==> src/rtl/wbss_pkg.sv <==
// package with shared types and constants for the wildcard byte signature scanner
`timescale 1ns / 1ps
`default_nettype none

package wbss_pkg;

	// pattern capacity, its derived length width, and the address width
	localparam int MaxPattern = 64;
	localparam int LenW       = $clog2(MaxPattern + 1);
	localparam int AddrW      = 32;

	typedef enum logic {
		OP_SIG  = 1'b0,
		OP_DATA = 1'b1
	} opcode_t;

	typedef enum logic [1:0] {
		ST_ACCEPT  = 2'd0,
		ST_REJECT  = 2'd1,
		ST_MATCH   = 2'd2,
		ST_NOMATCH = 2'd3
	} status_t;

	// input transaction payload
	typedef struct packed {
		opcode_t    opcode;
		logic [7:0] value;
		logic       last;
	} item_t;

	// result transaction payload
	typedef struct packed {
		status_t          status;
		logic [AddrW-1:0] match_address;
	} result_t;

	typedef logic [MaxPattern-1:0][7:0] byte_vec_t;
	typedef logic [MaxPattern-1:0]      bit_vec_t;

	// pattern state seen by the scanner
	typedef struct packed {
		logic            valid;
		logic [LenW-1:0] len;
	} pat_info_t;

	// signature end report from the parser
	typedef struct packed {
		logic done;
		logic ok;
	} sig_res_t;

	// scan report for the current data byte
	typedef struct packed {
		logic             hit;
		logic             nomatch;
		logic [AddrW-1:0] addr;
	} scan_res_t;

endpackage

`default_nettype wire

==> src/rtl/wildcard_byte_signature_scan_top.sv <==
// Wildcard byte signature scanner. Takes signature characters or data bytes as
// transactions and returns at most one result per transaction. An accepted
// transaction is held in the input register, and its result is loaded into the
// result register when it leaves the input register. The signature parser and
// the 64-byte masked window compare each finish in the single pass between
// those two registers, so the sustained rate is one transaction per cycle while
// the result side keeps taking. A result held by back-pressure stalls the input
// register until it is taken.
`timescale 1ns / 1ps
`default_nettype none

module wildcard_byte_signature_scan_top (
	input  wire logic                         clk,
	input  wire logic                         arst_n,
	input  wire logic                         item_valid,
	output logic                              item_ready,
	input  wire wbss_pkg::item_t              item,
	output logic                              result_valid,
	input  wire logic                         result_ready,
	output wbss_pkg::result_t                 result,
	input  wire logic                         cfg_valid,
	output logic                              cfg_ready,
	input  wire logic [wbss_pkg::AddrW-1:0]   cfg_data
);

	logic                          s1_v;
	wbss_pkg::item_t               item_s1;
	logic                          adv, fire_sig, fire_data, has_res;
	logic [wbss_pkg::AddrW-1:0]    base_q;
	wbss_pkg::byte_vec_t           pat;
	wbss_pkg::bit_vec_t            care;
	wbss_pkg::pat_info_t           info;
	wbss_pkg::sig_res_t            sig_res;
	wbss_pkg::scan_res_t           scan_res;
	wbss_pkg::result_t             res_n;

	// handshake
	assign adv        = s1_v && (!result_valid || result_ready);
	assign item_ready = !s1_v || adv;
	assign fire_sig   = adv && (item_s1.opcode == wbss_pkg::OP_SIG);
	assign fire_data  = adv && (item_s1.opcode == wbss_pkg::OP_DATA);
	assign cfg_ready  = 1'b1;

	// base address register
	always_ff @(posedge clk or negedge arst_n) begin
		if (!arst_n) begin
			base_q <= '0;
		end else if (cfg_valid) begin
			base_q <= cfg_data;
		end
	end

	// input register
	always_ff @(posedge clk or negedge arst_n) begin
		if (!arst_n) begin
			s1_v <= 1'b0;
		end else if (item_ready) begin
			s1_v <= item_valid;
		end
	end

	always_ff @(posedge clk) begin
		if (item_ready) begin
			item_s1 <= item;
		end
	end

	wbss_parse u_parse (
		.clk     (clk),
		.arst_n  (arst_n),
		.fire    (fire_sig),
		.ch      (item_s1.value),
		.last    (item_s1.last),
		.pat     (pat),
		.care    (care),
		.info    (info),
		.sig_res (sig_res)
	);

	wbss_scan u_scan (
		.clk    (clk),
		.arst_n (arst_n),
		.fire   (fire_data),
		.data   (item_s1.value),
		.last   (item_s1.last),
		.clear  (sig_res.done),
		.pat    (pat),
		.care   (care),
		.info   (info),
		.base   (base_q),
		.res    (scan_res)
	);

	// result select
	always_comb begin
		has_res             = sig_res.done || scan_res.hit || scan_res.nomatch;
		res_n.match_address = '0;
		priority if (sig_res.done) begin
			res_n.status = sig_res.ok ? wbss_pkg::ST_ACCEPT : wbss_pkg::ST_REJECT;
		end else if (scan_res.hit) begin
			res_n.status        = wbss_pkg::ST_MATCH;
			res_n.match_address = scan_res.addr;
		end else begin
			res_n.status = wbss_pkg::ST_NOMATCH;
		end
	end

	// result register
	always_ff @(posedge clk or negedge arst_n) begin
		if (!arst_n) begin
			result_valid <= 1'b0;
		end else if (!result_valid || result_ready) begin
			result_valid <= adv && has_res;
		end
	end

	always_ff @(posedge clk) begin
		if (adv) begin
			result <= res_n;
		end
	end

	// only a match carries an address
	a_addr_zero: assert property (@(posedge clk) disable iff (!arst_n)
		result_valid && result.status != wbss_pkg::ST_MATCH |-> result.match_address == '0)
		else $error("nonzero address on a non-match result");

	// an empty input register always takes a transaction
	a_empty_ready: assert property (@(posedge clk) disable iff (!arst_n)
		!s1_v |-> item_ready)
		else $error("input register empty but not ready");

	// a held item stays while the result register is blocked
	a_s1_hold: assert property (@(posedge clk) disable iff (!arst_n)
		s1_v && result_valid && !result_ready |=> s1_v)
		else $error("input item dropped under backpressure");

	// a result only appears after a transaction left the input register
	a_res_source: assert property (@(posedge clk) disable iff (!arst_n)
		$rose(result_valid) |-> $past(adv))
		else $error("result without a processed transaction");

endmodule

`default_nettype wire

==> src/rtl/wbss_parse.sv <==
// signature parser that builds the right-aligned pattern and care mask
`timescale 1ns / 1ps
`default_nettype none

module wbss_parse (
	input  wire logic                   clk,
	input  wire logic                   arst_n,
	input  wire logic                   fire,
	input  wire logic [7:0]             ch,
	input  wire logic                   last,
	output wbss_pkg::byte_vec_t         pat,
	output wbss_pkg::bit_vec_t          care,
	output wbss_pkg::pat_info_t         info,
	output wbss_pkg::sig_res_t          sig_res
);

	typedef enum logic [1:0] {
		PH_IDLE,
		PH_QMARK,
		PH_NIBBLE,
		PH_DONE
	} phase_t;

	localparam logic [7:0] ChQmark = 8'h3F;
	localparam logic [7:0] ChZero  = 8'h30;
	localparam logic [7:0] ChNine  = 8'h39;
	localparam logic [7:0] ChUpA   = 8'h41;
	localparam logic [7:0] ChUpF   = 8'h46;
	localparam logic [7:0] ChLoA   = 8'h61;
	localparam logic [7:0] ChLoF   = 8'h66;
	localparam logic [7:0] ChSpace = 8'h20;
	localparam logic [7:0] ChTab   = 8'h09;
	localparam logic [7:0] ChCr    = 8'h0D;
	localparam logic [7:0] Ten     = 8'd10;

	// hex digit decode: {valid, value}
	function automatic logic [4:0] hex_dec(input logic [7:0] c);
		logic [7:0] d;
		d = 8'd0;
		if (c >= ChZero && c <= ChNine) begin
			d = c - ChZero;
			return {1'b1, d[3:0]};
		end
		if (c >= ChUpA && c <= ChUpF) begin
			d = c - ChUpA + Ten;
			return {1'b1, d[3:0]};
		end
		if (c >= ChLoA && c <= ChLoF) begin
			d = c - ChLoA + Ten;
			return {1'b1, d[3:0]};
		end
		return 5'd0;
	endfunction

	phase_t                        phase_q, phase_e, phase_n;
	logic [3:0]                    nib_q, nib_n;
	logic                          err_q, err_e, err_n;
	logic                          valid_q, valid_n;
	logic [wbss_pkg::LenW-1:0]     len_q, len_e, len_n;
	wbss_pkg::bit_vec_t            care_q, care_e, care_n;
	wbss_pkg::byte_vec_t           pat_q;
	logic                          start, is_space, full;
	logic [4:0]                    hx;
	logic                          push, push_wild, do_shift;
	logic [7:0]                    push_byte;

	// next parse state for one signature character
	always_comb begin
		start    = (phase_q == PH_DONE);
		phase_e  = start ? PH_IDLE : phase_q;
		err_e    = start ? 1'b0 : err_q;
		len_e    = start ? '0 : len_q;
		care_e   = start ? '0 : care_q;
		hx       = hex_dec(ch);
		is_space = (ch == ChSpace) || (ch >= ChTab && ch <= ChCr);
		phase_n  = phase_e;
		nib_n    = nib_q;
		err_n    = err_e;
		push      = 1'b0;
		push_wild = 1'b0;
		push_byte = 8'd0;
		if (!err_e) begin
			if (phase_e == PH_NIBBLE) begin
				if (hx[4]) begin
					push      = 1'b1;
					push_byte = {nib_q, hx[3:0]};
					phase_n   = PH_IDLE;
				end else begin
					err_n = 1'b1;
				end
			end else begin
				if (phase_e == PH_QMARK) begin
					phase_n = PH_IDLE;
				end
				priority if (phase_e == PH_QMARK && ch == ChQmark) begin
					// second question mark of a wildcard is absorbed
				end else if (is_space) begin
					// white space between tokens
				end else if (ch == ChQmark) begin
					push      = 1'b1;
					push_wild = 1'b1;
					phase_n   = PH_QMARK;
				end else if (hx[4]) begin
					nib_n   = hx[3:0];
					phase_n = PH_NIBBLE;
				end else begin
					err_n = 1'b1;
				end
			end
		end
		// entry push with overflow check
		full     = (len_e == wbss_pkg::LenW'(wbss_pkg::MaxPattern));
		do_shift = push && !full;
		if (push && full) begin
			err_n = 1'b1;
		end
		len_n  = do_shift ? len_e + 1'b1 : len_e;
		care_n = do_shift ? {!push_wild, care_e[wbss_pkg::MaxPattern-1:1]} : care_e;
		// end of signature
		valid_n = 1'b0;
		if (last) begin
			if (phase_n == PH_NIBBLE || len_n == '0) begin
				err_n = 1'b1;
			end
			valid_n = !err_n;
			phase_n = PH_DONE;
		end
	end

	// parse control state
	always_ff @(posedge clk or negedge arst_n) begin
		if (!arst_n) begin
			phase_q <= PH_IDLE;
			nib_q   <= 4'd0;
			err_q   <= 1'b0;
			valid_q <= 1'b0;
			len_q   <= '0;
			care_q  <= '0;
		end else if (fire) begin
			phase_q <= phase_n;
			nib_q   <= nib_n;
			err_q   <= err_n;
			valid_q <= valid_n;
			len_q   <= len_n;
			care_q  <= care_n;
		end
	end

	// pattern bytes, newest entry at the top
	always_ff @(posedge clk) begin
		if (fire && do_shift) begin
			pat_q <= {push_byte, pat_q[wbss_pkg::MaxPattern-1:1]};
		end
	end

	assign pat          = pat_q;
	assign care         = care_q;
	assign info.valid   = valid_q;
	assign info.len     = len_q;
	assign sig_res.done = fire && last;
	assign sig_res.ok   = valid_n;

endmodule

`default_nettype wire

==> src/rtl/wbss_scan.sv <==
// data window and parallel masked compare against the pattern
`timescale 1ns / 1ps
`default_nettype none

module wbss_scan (
	input  wire logic                         clk,
	input  wire logic                         arst_n,
	input  wire logic                         fire,
	input  wire logic [7:0]                   data,
	input  wire logic                         last,
	input  wire logic                         clear,
	input  wire wbss_pkg::byte_vec_t          pat,
	input  wire wbss_pkg::bit_vec_t           care,
	input  wire wbss_pkg::pat_info_t          info,
	input  wire logic [wbss_pkg::AddrW-1:0]   base,
	output wbss_pkg::scan_res_t               res
);

	wbss_pkg::byte_vec_t            win_q, win_n;
	logic [wbss_pkg::AddrW-1:0]     seen_q, seen_n;
	logic                           mr_q;
	wbss_pkg::bit_vec_t             pos_ok;
	logic                           enough, hit;

	// shift in the new byte and compare every position
	always_comb begin
		win_n  = {data, win_q[wbss_pkg::MaxPattern-1:1]};
		seen_n = (&seen_q) ? seen_q : seen_q + 1'b1;
		enough = (|seen_n[wbss_pkg::AddrW-1:wbss_pkg::LenW]) ||
			(seen_n[wbss_pkg::LenW-1:0] >= info.len);
		for (int i = 0; i < wbss_pkg::MaxPattern; i++) begin
			pos_ok[i] = !care[i] || (win_n[i] == pat[i]);
		end
		hit         = info.valid && !mr_q && enough && (&pos_ok);
		res.hit     = fire && hit;
		res.nomatch = fire && !hit && last && !mr_q;
		res.addr    = base + seen_n - wbss_pkg::AddrW'(info.len);
	end

	// run counters
	always_ff @(posedge clk or negedge arst_n) begin
		if (!arst_n) begin
			seen_q <= '0;
			mr_q   <= 1'b0;
		end else if (clear) begin
			seen_q <= '0;
			mr_q   <= 1'b0;
		end else if (fire) begin
			if (last) begin
				seen_q <= '0;
				mr_q   <= 1'b0;
			end else begin
				seen_q <= seen_n;
				mr_q   <= mr_q || hit;
			end
		end
	end

	// byte window
	always_ff @(posedge clk) begin
		if (fire) begin
			win_q <= win_n;
		end
	end

endmodule

`default_nettype wire

==> config.mk <==
export PLATFORM = sky130hd
export DESIGN_NAME = wildcard_byte_signature_scan_top
export DESIGN_NICKNAME = d
export VERILOG_FILES = /design/src/rtl/wbss_pkg.sv /design/src/rtl/wildcard_byte_signature_scan_top.sv /design/src/rtl/wbss_parse.sv /design/src/rtl/wbss_scan.sv
export SDC_FILE = /design/constraint.sdc
export NUM_CORES = 1
export LEC_CHECK = 0
export BUFFER_PORTS_ARGS = -buffer_cell sky130_fd_sc_hd__buf_2
export CAP_MARGIN = 20
export CORE_MARGIN = 3
export CORE_UTILIZATION = 51
export DETAILED_ROUTE_END_ITERATION = 7
export PLACE_DENSITY = 0.67
export REMOVE_ABC_BUFFERS = 1
export SETUP_SLACK_MARGIN = 0.05
export SYNTH_ARGS = -nofsm -noshare
export SYNTH_HDL_FRONTEND = slang
export SYNTH_SLANG_ARGS = --single-unit
==> constraint.sdc <==
create_clock -name clk -period 28.8 [get_ports clk]
set_clock_uncertainty 0.1 [all_clocks]
set_input_delay 2.88 -clock clk [delete_from_list [all_inputs] [get_ports clk]]
set_output_delay 2.88 -clock clk [all_outputs]
set_load 0.03 [all_outputs]
==> qor.yml, run 1 <==
outcome: "finished, final reports clean"
grt_pass1_vias: 25000
post-cts-setup-buffers: 0
netSwitchingFraction: 0.216
placed_cell_area_sq_um: 49200
netlist_instances: 2887
switching_power_uw: 805
fmax_ghz: 0.148
num_vias: 24200
viasPerCell: 5.50
required_ns: 25.82
n_antenna_cell: 0
drive_above_1_share: 0.0992
postCtsHoldBufs: 0
timing.final.ws_setup_ns: 22.03
cts.path.max_buffers: 3
slowest_delay_ns: 0.32
cp.arrival_ns: 3.79
layout.cells.non_filler: 4398
syn2layout_area_growth_pct: 12.2
start_util: 0.515
tightest_slew_ns: 1.11
wl_um: 91400
synth-edff-count: 1060
setup_viol: 0
cts_buffers: 118
cts.sinks: 1206
htreeDepth: 3
n_fill_cell: 6981
power_frac_clock: 0.412
p_leak_nw: 17.5
cp_slowest_cell: "nand2_1"
hold_ws_ns: 0.361
cts_root_buf: "clkbuf_16"
internal-power_mw: 2.92
p_comb_frac: 0.055
grt_max_degree: 172
hold_class: "flop to flop"
coreArea_sq_um: 91800
port_buffers: 82
dp.cells: 4174
end_kind: "output port"
grt_remaining_overflow: 0
timing.setup.tns_ns: 0
grt_usage: 0.189
final_antenna_net_count: 0
grt_pass1_wl_um: 143000
layout.core_utilization: 0.578
die_w_um: 311
power.density_nw_per_um2: 70.1
clk_pin_slew_ns: 0.06
reg2reg_depth: 19
yosys.area.top_type: "edfxtp_1"
slew_headroom: 0.256
dp_hpwl_um: 59700
cts_resized: 0
antenna_found_initial: 0
synth_cell_types: 79
ios: 84
period_needed_ns: 6.77
yosysSeqAreaShare: 0.750
rrSetupSlack_ns: 22.16
synthTopCellsByArea: "edfxtp_1 67%, xnor2_1 10%, dfrtp_1 7.7%"
crit_start: "result_ready"
criticalPathCategory: "input port to output port"
die_area_sq_um: 96400
routabilityCongestion: 0.880
ys_seq_elements: 1206
drt_first_pass_iters: 6
final_nets: 3171
seqPwrFrac: 0.533
clk_latency_ns: 0.69
fin_crit_sh: 0.235
die_h_um: 311
hold_violations: 0
cp_cell_sequence: "buf_2 > nor2b_1 > nand2_1 > buf_2"
drv_cap: 0
synthArstFlopShare: 0.121
fin_area_sq_um: 53100
critPathMaxFanout: 12
synth_top_area_frac: 0.673
synth_top_cells_by_count: "1060 x edfxtp_1, 540 x xnor2_1, 162 x nand4_1"
timing.rr.start: "u_scan.seen_q[0]$_DFFE_PN0P_"
crit_top_cell: "buf_2"
crit_path_start_kind: "input port"
syn_avg_cell_area_sq_um: 16.4
drc: 0
ir_drop_uv: 67.7
cts_tree: "yes"
wl_per_cell_um: 20.8
endpoint: "item_ready"
reg2reg_to: "result[30]$_SDFFCE_PP0P_"
row_count: 111
p_total_mw: 3.72
place_ws_ns: 21.76
drt_iter0_markers: 2146
syn-cell-area_sq_um: 47300
synthFlopType: "edfxtp_1"
synth-warning-count: 0
rsz0062_at_grt: "no"
drv_slew: 0
synth.most_common_cell: "edfxtp_1"
how the worst min path moves through the flow:
stage	to	slack (ns)	cells past startpoint	from
after floorplan	u_parse.valid_q$_DFFE_PN0P_	0.34	1	u_parse.valid_q$_DFFE_PN0P_
after detailed placement	u_scan.win_n[169]$_DFFE_PP_	0.36	0	u_scan.win_n[177]$_DFFE_PP_
after global routing	u_scan.win_n[174]$_DFFE_PP_	0.37	0	u_scan.win_n[182]$_DFFE_PP_
final	u_scan.win_n[409]$_DFFE_PP_	0.36	0	u_scan.win_n[417]$_DFFE_PP_
after global placement	u_scan.win_n[177]$_DFFE_PP_	0.35	0	u_scan.win_n[185]$_DFFE_PP_
after CTS	u_parse.pat[420]$_DFFE_PP_	0.36	0	u_parse.pat[428]$_DFFE_PP_
power groups by stage:
| stage | registers [mW] | logic, mW | clock network, mW |
|---|---|---|---|
| final | 1.98 | 0.204 | 1.54 |
| after global routing | 1.99 | 0.227 | 1.64 |
| after CTS | 1.98 | 0.204 | 1.57 |
| after detailed placement | 2.02 | 0.203 | 0 |
| after global placement | 2.02 | 0.197 | 0 |
| after floorplan | 2.04 | 0.136 | 0 |
sequential cells by signal, summed over array words and instances, names as in the netlist:
signal and count:
result_valid 1, u_parse.phase_q 2, u_parse.care 64, u_scan.win_n 504, u_parse.pat 512, u_parse.nib_q 4
u_scan.mr_q 1, u_parse.len_q 7, result 34, u_parse.err_q 1, u_parse.valid_q 1, u_scan.seen_q 32
base_q 32, item_s1 10, s1_v 1
metal layers:
metal,vias to the layer above,track usage,part of all wire
met5,-,0,0
met4,0,0.0541,0.025
met3,152,0.0343,0.054
met2,634,0.309,0.49
met1,12200,0.262,0.43
li1,11100,-,-
worst max-delay path, delay by kind of cell:
| family | cells | cell delay (ns) |
|---|---|---|
| AND/OR/NAND/NOR | 2 | 0.51 |
| buffers and inverters | 2 | 0.40 |
cells by family (layout without fill, tap and decap cells):
group,Yosys count,after routing,share of synthesized area
xor gates and xnor gates,562,562,0.104
muxes,12,12,0.00272
buffers and inverters,176,444,0.0154
other,1,1,0.0000793
DFF,1206,1206,0.750
adders and majority gates,74,74,0.0206
AOI/OAI and AO/OA,381,381,0.0531
and+or+nand+nor,475,475,0.0538
layout make-up:
cell class | count | area [sq um] | area share
Clock buffer | 168 | 3250 | 0.0612
Multi-Input combinational cell | 1505 | 11100 | 0.209
Inverter | 120 | 458 | 0.00863
Sequential cell | 1206 | 35500 | 0.669
Tap cell | 1243 | 1560 | 0.0293
Clock inverter | 56 | 648 | 0.0122
Timing Repair Buffer | 100 | 564 | 0.0106
cells in the final DEF, fill, tap and decap left out, drive strengths merged, types with 69 or more instances in the layout:
| cell type | n |
|---|---|
| inv | 123 |
| dfrtp | 146 |
| nand2 | 109 |
| nor2 | 78 |
| buf | 100 |
| edfxtp | 1060 |
| xnor2 | 540 |
| o21ai | 158 |
| clkbuf | 168 |
| nand4 | 164 |
| a22o | 69 |
No activity file was read; power rests on OpenSTA's default activity.
==> inputs of run 2 (changes only) <==
==> constraint.sdc (replaced) <==
create_clock -name clk -period 6.9 [get_ports clk]
set_clock_uncertainty 0.1 [all_clocks]
set_input_delay 0.69 -clock clk [delete_from_list [all_inputs] [get_ports clk]]
set_output_delay 0.69 -clock clk [all_outputs]
set_load 0.03 [all_outputs]
==> qor.yml, run 2 (synthesis gave the netlist of run 1 again) <==
outcome: "finished, final reports clean"
n_antenna_cell: 0
final_nets: 3171
cts_root_buf: "clkbuf_16"
grt_remaining_overflow: 0
viasPerCell: 5.51
hold_ws_ns: 0.0684
hold_violations: 0
timing.setup.tns_ns: 0
ios: 84
n_fill_cell: 6928
critPathMaxFanout: 11
cp.arrival_ns: 6.58
end_kind: "flop"
syn2layout_area_growth_pct: 12.0
power.density_nw_per_um2: 288
regArea_sq_um: 35500
fin_area_sq_um: 53000
p_leak_nw: 17.4
place_ws_ns: 0.875
wl_um: 90100
most-common-layout-cells: "1060 x edfxtp_1, 540 x xnor2_1, 162 x nand4_1"
crit_start: "u_scan.seen_q[0]$_DFFE_PN0P_"
hold_class: "input port to flop"
antenna_found_initial: 0
cp_slowest_cell: "o31ai_1"
crit_family: "compound AO/OA/AOI/OAI gates"
cts_buffers: 115
drv_slew: 0
htreeDepth: 3
rsz0062_at_grt: "no"
fin_crit_sh: 0.898
die_w_um: 311
port_buffers: 82
row_count: 111
cts.path.max_buffers: 3
setup_viol: 0
wl_per_cell_um: 20.5
dp_hpwl_um: 58100
routabilityCongestion: 0.860
drv_cap: 0
dp.cells: 4175
final_antenna_net_count: 0
cts.sinks: 1206
num_vias: 24200
fmax_ghz: 0.161
grt_pass1_wl_um: 142000
die_h_um: 311
cts_tree: "yes"
required_ns: 7.29
min_from: "item[1]"
grt_usage: 0.187
drt_first_pass_iters: 5
slowest_delay_ns: 0.69
coreArea_sq_um: 91800
grt_pass1_vias: 24900
tightest_slew_ns: 1.21
timing.final.ws_setup_ns: 0.704
cp_cell_sequence: "ha_1 > and4_1 > nand4_1 > o31ai_1 > and2_1 > fa_1 > inv_1 > fa_1 > a211oi_1 > o211ai_1 > a221o_1 > o21ai_0 > a21oi_1 > o211a_1 > o311ai_0 > a21oi_1 > a311oi_1"
postCtsHoldBufs: 1
die_area_sq_um: 96400
drc: 0
timing.rr.start: "u_scan.seen_q[0]$_DFFE_PN0P_"
period_needed_ns: 6.20
crit_path_start_kind: "flop"
drive_above_1_share: 0.101
start_util: 0.515
drt_iter0_markers: 2306
largest_reg_flops: 512
clk_pin_slew_ns: 0.07
layout.cells.non_filler: 4395
slew_headroom: 0.190
path_buf_inv: 1
final_common_cell: "edfxtp_1"
placed_cell_area_sq_um: 49200
post-cts-setup-buffers: 0
grt_max_degree: 185
multiInputGateArea_sq_um: 11100
clk_latency_ns: 0.70
criticalPathCategory: "flop to flop"
cts_resized: 0
ir_drop_uv: 233
==> run 2: changes by cell type in the layout (fill, tap and decap cells not counted), sizes merged <==
cell / change
clkbuf: -9
inv: +2
bufinv: -6
buf: +2
clkinv: +6
clkinvlp: +1
dlygate4sd3: +1
==> run 2: stage by stage <==
stage | total power, mW | utilization
5_1_grt | 15.8 | 0.577
6_report | 15.2 | 0.577
2_1_floorplan | 9.08 | -
3_3_place_gp | 9.25 | 0.536
4_1_cts | 15.4 | 0.577
3_5_place_dp | 9.27 | 0.536
==> run 2: routing by layer <==
| metal | vias to the layer above | global-route usage | routed length [um] |
|---|---|---|---|
| li1 | 11100 | - | - |
| met1 | 12300 | 0.267 | 40000 |
| met2 | 634 | 0.302 | 43500 |
| met3 | 164 | 0.0283 | 4390 |
| met4 | 0 | 0.0536 | 2200 |
| met5 | - | 0 | 0 |
==> run 2: worst register-to-register path, cell delays in order, from the launching register on <==
cell and delay (ns):
dfrtp_1 0.43, ha_1 0.24, and4_1 0.32, nand4_1 0.49, o31ai_1 0.69, and2_1 0.26
fa_1 0.18, inv_1 0.07, fa_1 0.42, a211oi_1 0.37, o211ai_1 0.23, a221o_1 0.37
o21ai_0 0.45, a21oi_1 0.22, o211a_1 0.29, o311ai_0 0.44, a21oi_1 0.13, a311oi_1 0.30
==> run 2: area by class of cell <==
cell class | instances | share of cell area
clock inverter | 59 | 0.00912
tap | 1243 | 0.0294
timing repair buffer | 103 | 0.0124
clock buffer | 159 | 0.0609
multi-input combinational | 1505 | 0.210
sequential | 1206 | 0.670
inverter | 120 | 0.00864
==> run 2: worst paths after layout <==
kind | endpoint | slack [ns] | cells past startpoint
max reg2reg | result[30]$_SDFFCE_PP0P_ | 0.70 | 17
max in group asynchronous | u_parse.care[52]$_DFFE_PN0P_ | 4.95 | 4
max | result[30]$_SDFFCE_PP0P_ | 0.70 | 17
min | item_s1[1]$_DFFE_PP_ | 0.07 | 1
min reg2reg | u_scan.win_n[184]$_DFFE_PP_ | 0.36 | 0
min in group asynchronous | u_parse.care[4]$_DFFE_PN0P_ | 0.58 | 2
==> run 2: where the power goes <==
group          internal, mW  switching (mW)
registers              8.14           0.134
clock network          3.49            2.62
logic                 0.305           0.546
total                  11.9            3.30
==> inputs of run 3 (changes only) <==
--- a/config.mk
+++ b/config.mk
@@ -5,6 +5,7 @@
 export SDC_FILE = /design/constraint.sdc
 export NUM_CORES = 1
 export LEC_CHECK = 0
+export ABC_AREA = 1
 export BUFFER_PORTS_ARGS = -buffer_cell sky130_fd_sc_hd__buf_2
 export CAP_MARGIN = 20
 export CORE_MARGIN = 3
==> qor.yml, run 3 <==
outcome: "finished, final reports clean"
regArea_sq_um: 35500
yosys.area.top_type: "edfxtp_1"
drv_slew: 0
syn_avg_cell_area_sq_um: 12.5
maxUsedRoutingLayer: "met4"
power.density_nw_per_um2: 298
p_leak_nw: 20.5
die_area_sq_um: 102000
cp.arrival_ns: 5.50
wl_met3_um: 5050
grt_pass1_vias: 28400
wl_met2_um: 46300
num_vias: 28400
drc: 0
antenna_found_initial: 0
cts.sinks: 1206
reg2reg_to: "result[29]$_SDFFCE_PP0P_"
synthArstFlopShare: 0.121
most-common-layout-cells: "1060 x edfxtp_1, 785 x nand2_1, 433 x inv_1"
setup_viol: 0
grt_remaining_overflow: 0
hold_violations: 0
final_common_cell: "edfxtp_1"
clk_latency_ns: 0.71
largest_reg_flops: 512
synth-warning-count: 0
grt_pass1_wl_um: 151000
cts_tree: "yes"
fin_area_sq_um: 56000
ir_drop_uv: 239
row_count: 114
routabilityCongestion: 0.919
wl_um: 94600
final_nets: 4281
fin_crit_sh: 0.750
syn-cell-area_sq_um: 50000
htreeDepth: 3
syn2layout_area_growth_pct: 12.0
critPathMaxFanout: 31
wl_per_cell_um: 17.1
start_util: 0.516
drv_cap: 0
end_kind: "flop"
crit_path_start_kind: "flop"
clk_pin_slew_ns: 0.06
timing.setup.tns_ns: 0
synth_cell_types: 47
rrSetupSlack_ns: 1.73
synth-edff-count: 1060
cts_root_buf: "clkbuf_16"
drt_iter0_markers: 2366
final_antenna_net_count: 0
yosysSeqAreaShare: 0.710
port_buffers: 82
period_needed_ns: 5.17
timing.rr.start: "u_scan.seen_q[0]$_DFFE_PN0P_"
synth_top_cells_by_count: "1060 x edfxtp_1, 785 x nand2_1, 435 x inv_1"
tightest_slew_ns: 1.08
drt_first_pass_iters: 6
hold_class: "input port to flop"
slew_headroom: 0.278
dp_hpwl_um: 61700
endpoint: "result[29]$_SDFFCE_PP0P_"
fmax_ghz: 0.193
viasPerCell: 5.13
ios: 84
drive_above_1_share: 0.0838
reg2reg_depth: 21
ys_seq_elements: 1206
multiInputGateArea_sq_um: 12600
criticalPathCategory: "flop to flop"
die_w_um: 319
wl_met1_um: 40800
required_ns: 7.23
synthFlopType: "edfxtp_1"
synth_top_area_frac: 0.637
placed_cell_area_sq_um: 52000
coreArea_sq_um: 96900
crit_start: "u_scan.seen_q[0]$_DFFE_PN0P_"
synthTopCellsByArea: "edfxtp_1 64%, dfrtp_1 7.3%, xnor2_1 6.8%"
synth.most_common_cell: "edfxtp_1"
grt_usage: 0.187
rsz0062_at_grt: "no"
n_fill_cell: 7690
n_antenna_cell: 0
grt_max_degree: 170
die_h_um: 319
cts.path.max_buffers: 3
cts_buffers: 120
netlist_instances: 3993
==> run 3: per-layer routing <==
layer  vias up  track usage
li1      13800            -
met1     13800        0.250
met2       615        0.316
met3       167       0.0347
met4         0       0.0523
met5         -            0
==> run 3: cell families after synthesis <==
logic type,Yosys count,share of synthesized area
and+or+nand+nor,1436,0.117
muxes,5,0.00110
DFF,1206,0.710
buffers and inverters,495,0.0382
other,1,0.0000751
xor gates and xnor gates,432,0.0757
adders and majority gates,73,0.0193
AOI/OAI and AO/OA,345,0.0380
==> run 3: worst min-delay path by stage <==
stage / depth (start not counted) / slack (ns) / startpoint / to
after detailed placement: 0 / 0.33 / u_parse.pat[434]$_DFFE_PP_ / u_parse.pat[426]$_DFFE_PP_
after global placement: 0 / 0.33 / u_parse.pat[406]$_DFFE_PP_ / u_parse.pat[398]$_DFFE_PP_
final: 1 / 0.07 / item[4] / item_s1[4]$_DFFE_PP_
after CTS: 1 / 0.01 / item[4] / item_s1[4]$_DFFE_PP_
after global routing: 1 / 0.02 / item[2] / item_s1[2]$_DFFE_PP_
after floorplan: 0 / 0.29 / arst_n / base_q[0]$_DFFE_PN0P_
==> run 3: power by group <==
| group | internal [mW] | switching (mW) | total (mW) | leakage [nW] |
|---|---|---|---|---|
| logic | 0.533 | 1.12 | 1.65 | 7.67 |
| registers | 8.38 | 0.231 | 8.61 | 11.0 |
| clock network | 3.73 | 2.71 | 6.44 | 1.90 |
==> run 3: final cells by class <==
cell class | instances | share of cell area
sequential | 1206 | 0.634
timing repair buffer | 103 | 0.0127
clock buffer | 153 | 0.0573
clock inverter | 66 | 0.0130
inverter | 438 | 0.0295
multi-input combinational | 2292 | 0.225
tap | 1276 | 0.0285
==> run 3: critical path, cell delays in order, from the launching register on <==
cell and delay (ns):
dfrtp_1 0.46, ha_1 0.30, nand2_2 0.11, nor2_4 0.15
nand2_2 0.13, nor2_4 0.16, nand2_2 0.44, nand2_1 0.22
inv_1 0.09, fa_1 0.48, inv_1 0.04, ha_1 0.32
a21oi_1 0.14, nand2_1 0.10, a21oi_1 0.43, o21ai_0 0.27
a21oi_1 0.33, o21ai_0 0.24, nand3_1 0.14, nand2_1 0.06
nor2_1 0.12, nor3_2 0.05
==> run 3: metrics by stage <==
step	hold WS (ns)	setup slack, ns	power (mW)	cells	util
6_report	0.0653	1.73	16.7	5534	0.578
4_1_cts	0.0139	1.78	16.8	5533	0.578
3_3_place_gp	0.328	1.98	10.4	5312	0.537
2_1_floorplan	0.294	-22.58	9.99	3936	-
5_1_grt	0.0240	1.25	17.4	5534	0.578
3_5_place_dp	0.332	1.79	10.4	5313	0.537
==> run 3: what timing repair did <==
item | 4_1_cts | 5_1_grt
gates resized for setup | 0 | 0
hold buffers | 1 | 0
setup buffers | 0 | 0
hold endpoints to repair | 7 | 0
